[src/design/lfc_pkg.sv]
// shared constants and types for the lru fingerprint cache
// no dependencies
`timescale 1ns / 1ps

package lfc_pkg;

  localparam int CAPACITY = 256;
  localparam int BUCKETS  = 256;
  localparam int KEY_W    = 64;
  localparam int SLOT_W   = $clog2(CAPACITY);
  localparam int PTR_W    = SLOT_W + 1;
  localparam int BKT_W    = $clog2(BUCKETS);
  localparam int CNT_W    = PTR_W;

  // empty head or end of chain
  localparam logic [PTR_W-1:0] NO_SLOT = PTR_W'(CAPACITY);

  typedef struct packed {
    logic             en;
    logic [BKT_W-1:0] addr;
    logic [PTR_W-1:0] data;
  } head_wr_t;

endpackage

[src/design/lfc_bucket_table.sv]
// bucket head table: synchronous memory with per-bucket valid bits
// depends on lfc_pkg
`timescale 1ns / 1ps

module lfc_bucket_table
  import lfc_pkg::*;
(
  input  logic             clk,
  input  logic             rst,
  input  logic [BKT_W-1:0] rd_addr,
  input  head_wr_t         wr,
  output logic [PTR_W-1:0] rd_slot
);

  logic [PTR_W-1:0] heads [BUCKETS];
  logic [BUCKETS-1:0] head_valid;
  logic [PTR_W-1:0] rd_data;
  logic             rd_valid;

  always_ff @(posedge clk) begin
    if (wr.en) begin
      heads[wr.addr] <= wr.data;
    end
    rd_data <= heads[rd_addr];
  end

  always_ff @(posedge clk) begin
    if (rst) begin
      head_valid <= '0;
      rd_valid   <= 1'b0;
    end else begin
      if (wr.en) begin
        head_valid[wr.addr] <= 1'b1;
      end
      rd_valid <= head_valid[rd_addr];
    end
  end

  // never-written bucket reads as empty
  assign rd_slot = rd_valid ? rd_data : NO_SLOT;

endmodule
[config.mk]
export PLATFORM = sky130hd
export DESIGN_NAME = lfc_bucket_table
export DESIGN_NICKNAME = d
export VERILOG_FILES = /design/src/design/lfc_pkg.sv /design/src/design/lfc_bucket_table.sv
export SDC_FILE = /design/constraint.sdc
export NUM_CORES = 2
export LEC_CHECK = 0
export ABC_CLOCK_PERIOD_IN_PS = 9500
export BUFFER_PORTS_ARGS = -buffer_cell sky130_fd_sc_hd__buf_2
export CORE_MARGIN = 2
export CORE_UTILIZATION = 30
export CTS_CLUSTER_DIAMETER = 100
export DETAILED_ROUTE_END_ITERATION = 16
export PLACE_DENSITY = 0.52
export RECOVER_POWER = 50
export SLEW_MARGIN = 40
export SYNTH_ARGS = -nofsm -noshare
export SYNTH_HDL_FRONTEND = slang
export SYNTH_SLANG_ARGS = --single-unit
export TNS_END_PERCENT = 20
[constraint.sdc]
create_clock -name clk -period 9.5 [get_ports clk]
set_clock_uncertainty 0.1 [all_clocks]
set_input_delay 1.9 -clock clk [delete_from_list [all_inputs] [get_ports clk]]
set_output_delay 1.9 -clock clk [all_outputs]
set_load 0.02 [all_outputs]
Word-level counts from Yosys, hierarchy flattened
Memory sizes are Yosys's and may differ from the RTL's. A register that Yosys moved wholly into a read port is not among the register bits.
Cells that the tools add are included.

cells by class
  magnitude comparators = 3
  mux-type cells = 7
  bitwise operators = 1
  reduce and logical (&&, ||, !) cells = 1

operators by type and width
  cell                  count
  $or A256 B256 Y256    1
  $lt A8 B9 Y1 const B  2
  $mux W9               1
  $bmux W1 S8           1
  $demux W1 S8          1
  $ge A8 B1 Y1 const B  1
  $mux W1               4
  $logic_and A1 B1 Y1   1

word-level totals
  register bits after elaboration = 257
  RAM bits = 2304
  memories kept = 1

memory list
  name   depth  width  rd ports  clocked after Yosys merged registers in  write ports  RTL line                RTL
  heads  256    9      1         1                                        1            lfc_bucket_table.sv:15  logic [PTR_W-1:0] heads [BUCKETS];

Depth between registers and ports, before layout
  depth in word-level cells = 5
  gate-level depth with buffers = 14

Least setup slack after synthesis
Ideal clock, no wire load.

  path type = input-to-reg
  start = in rd_addr[1]
  end = reg rd_data[0] (read register of heads)
  setup time = 0.134 ns
  arrival time = 4.196 ns
  path slack = 5.070 ns
  stages on the path = 8
  path through = buf_2 -> clkbuf_1 -> clkbuf_1 -> mux4_2 -> mux4_2 -> a22oi_1 -> a21oi_1 -> or4_1

RTL lines
  element          RTL line                RTL
  start, declared  lfc_bucket_table.sv:10  input logic [BKT_W-1:0] rd_addr,
  end, declared    lfc_bucket_table.sv:17  logic [PTR_W-1:0] rd_data;

Final worst setup path
  start = in wr[1] (netlist name)
  end = mem heads[57][1] (netlist name), data pin

RTL lines
  element          RTL line                RTL
  start, declared  lfc_bucket_table.sv:11  input head_wr_t wr,
  end, declared    lfc_bucket_table.sv:15

No word-level cell before the write port.

==> metrics.csv <==
stage,metric,value,unit
outcome,outcome,finished with violations,
outcome,failing checks,"capacitance limit, slew limit",
critical_path,Worst setup SP type,primary input,
global_route,initial antenna violation count,13,
cells_and_area,fin util,34.9,%
cells_and_area,fill count,30300,
clocking,post-CTS sizing,0,
global_route,number of global-route vias before repair,48800,
synthesis,sequential area share after synthesis,75.9,%
clocking,# hold bufs at CTS,0,
cells_and_area,share of layout cells above drive strength 1,29.5,%
sta,# setup viols final,0,
place,Routability Congestion,0.790,
floorplan,row count,210,
cells_and_area,most frequent cells in the layout,"2,304 x edfxtp_1, 763 x mux4_2, 600 x nor2_1",
power,clock share of power,44.1,%
critical_path,CP Max Fanout,91,
floorplan,Std-Cell Core Area,326000,um2
synthesis,Synth cell types,48,
synthesis,Post-Syn Area,98200,um2
synthesis,Mapped Cells,4697,
cells_and_area,"commonest non-fill, non-tap cell in the layout",edfxtp_1,
sta,Final TNS setup,0,ns
cells_and_area,nets,4995,
clocking,CTS tree,yes,
flow_run,Max Cap Violations,18,
clocking,H-tree depth,5,
critical_path,Crit path required time,10.12,ns
sta,"Slew Viols, Final",928,
synthesis,Mapped Nets,4725,
power,switching share of total power,21.1,%
critical_path,CP Data Arrival Time,7.27,ns
floorplan,die height,576,um
sta,clock period minus final worst setup slack,6.66,ns
power,Power Dens Cells,212,nW/um2
clocking,Worst-Skew Late Latency,0.95,ns
sta,Tcrit/Tclk final,70.1,%
place,HPWL after DPL,156000,um
clocking,clock tree sinks,2570,
power,Flop pwr share,51.3,%
global_route,first-pass GRT wire length,377000,um
clocking,postcts setup bufs,0,
sta,RSZ-0062 raised after global routing,false,
floorplan,full die area,332000,um2
synthesis,"Primary FF master, synth",edfxtp_1,
floorplan,Die Width,576,um
route,"antenna viol nets, final",0,
sta,worst rel slew slack,-244,%
synthesis,area share of the largest cell type after synthesis,70.5,%
synthesis,post-synthesis sequential element count,2570,
power,Pint,0.0190,W
critical_path,crit path kind,in2reg,
power,worst vdd ir,0.000193,V
route,residual DRC count,0,
global_route,largest net degree at the start of global routing,166,
synthesis,Syn Area/Cell,20.9,um2
route,DR vias,47900,
synthesis,Yosys top cell by area,edfxtp_1,
clocking,CTS buffer count,290,
route,drt pass-1 iters,6,
global_route,GRT Overall Usage,15.9,%
route,wire per inst,27.9,um
power,Net Switching,0.00508,W
floorplan,io pins,37,
cells_and_area,area delta synth->final,15.9,%
power,leakage,34.8,nW
synthesis,Post-synth EDFFs,2304,
route,Routed WL,266000,um
clocking,Clock Path Buffers,4,
route,DRT iter0 DRCs,4968,
sta,Worst Tran Pin Value,5.16,ns
synthesis,largest cells by area after synthesis,"edfxtp_1 70%, mux4_2 18%, dfxtp_1 5.4%",
clocking,"Reg clk slew, reported paths",0.06,ns
clocking,clock root cell,clkbuf_16,
sta,Final Hold Viols,0,
synthesis,asr flop ratio synth,0,%
critical_path,CP Capture Type,flop,
sta,Peak Freq,150,MHz
global_route,"Remaining Overflow, GRT",0,
floorplan,Initial Util,30.1,%
synthesis,Ys Warns,0,
place,I/O Buffers,36,
power,combinational share of power,4.6,%
worst_hold_path,HP Class,reg2reg,
route,Via-to-Cell Ratio,5.02,
-- kinds of logic (layout without fill, tap and decap cells) --
group / after synthesis / count (layout) / synth area share [%]
buffers and inverters: 281 / 765 / 1.24
multiplexers: 808 / 808 / 18.0
AO/OA/AOI/OAI: 203 / 203 / 1.50
other: 0 / 8 / 0
flip-flops: 2570 / 2570 / 75.9
AND/OR/NAND/NOR: 835 / 835 / 3.38
-- per-layer routing --
layer,routed length (um),track usage [%],vias to the layer above,part of all wire [%]
li1,-,-,19800,-
met1,113000,21.6,26200,42
met2,131000,26.5,1543,49
met3,16400,2.75,348,6.2
met4,5760,3.73,6,2.2
met5,44,0,-,0.017
-- power groups by stage --
stage               Sequential, W  Combinational (W)  Clock, W
finish                     0.0124            0.00110    0.0106
global route               0.0124            0.00116    0.0113
CTS                        0.0123            0.00112    0.0108
detailed placement         0.0126            0.00112         0
global placement           0.0126            0.00110         0
floorplan                  0.0126           0.000600         0
-- metrics by stage --
step | power [W] | instances | hold slack [ns] | instance area [um2] | setup slack (ns)
after floorplan | 0.0132 | 4697 | 0.332 | 98200 | 5.07
after global placement | 0.0137 | 9014 | 0.345 | 105000 | 3.09
after detailed placement | 0.0137 | 9017 | 0.356 | 105000 | 3.15
after CTS | 0.0243 | 9523 | 0.369 | 114000 | 4.11
after global routing | 0.0248 | 9528 | 0.388 | 114000 | 2.36
final | 0.0241 | 9535 | 0.365 | 114000 | 2.84
-- critical path, cell delays in order --
cell and delay, ns:
clkbuf_1 2.94, clkbuf_1 1.27, buf_12 0.34, buf_4 0.38, buf_12 0.25
-- registers in the layout, indices dropped and copies added (netlist names) --
| signal | cells |
|---|---|
| rd_data | 9 |
| rd_valid | 1 |
| head_valid | 256 |
| heads | 2304 |
-- final cells by class --
| type | count | area, um2 | share of cell area (%) |
|---|---|---|---|
| sequential | 2570 | 74500 | 65.5 |
| multi-input combinational | 1846 | 22900 | 20.1 |
| clock buffer | 401 | 8040 | 7.07 |
| tap | 4346 | 5440 | 4.78 |
| timing repair buffer | 254 | 2000 | 1.75 |
| clock inverter | 105 | 858 | 0.755 |
| inverter | 5 | 23.8 | 0.0209 |
| antenna | 8 | 20.0 | 0.0176 |
-- worst paths after layout --
check                 startpoint        endpoint  slack (ns)  cells after the start
setup / recovery           wr[1]    heads[57][1]        2.84                      5
hold / removal    head_valid[50]  head_valid[50]        0.36                      2
setup reg to reg   heads[239][2]      rd_data[2]        6.27                      5
hold reg to reg   head_valid[50]  head_valid[50]        0.36                      2
-- cells in the mapped netlist (all sizes together), types with 5 or more instances --
cell type and count:
mux2i 41, dfxtp 266, nand2 29, and2 9, clkbuf 159, nand3 25
o21ba 29, nor2 726, mux4 763, o221ai 13, a21oi 53, nor3 6
o22ai 8, edfxtp 2304, or4 9, a22oi 72, nand4 8, o21ai 5
nor2b 11, buf 117
Power figures use the tool's default switching activity.
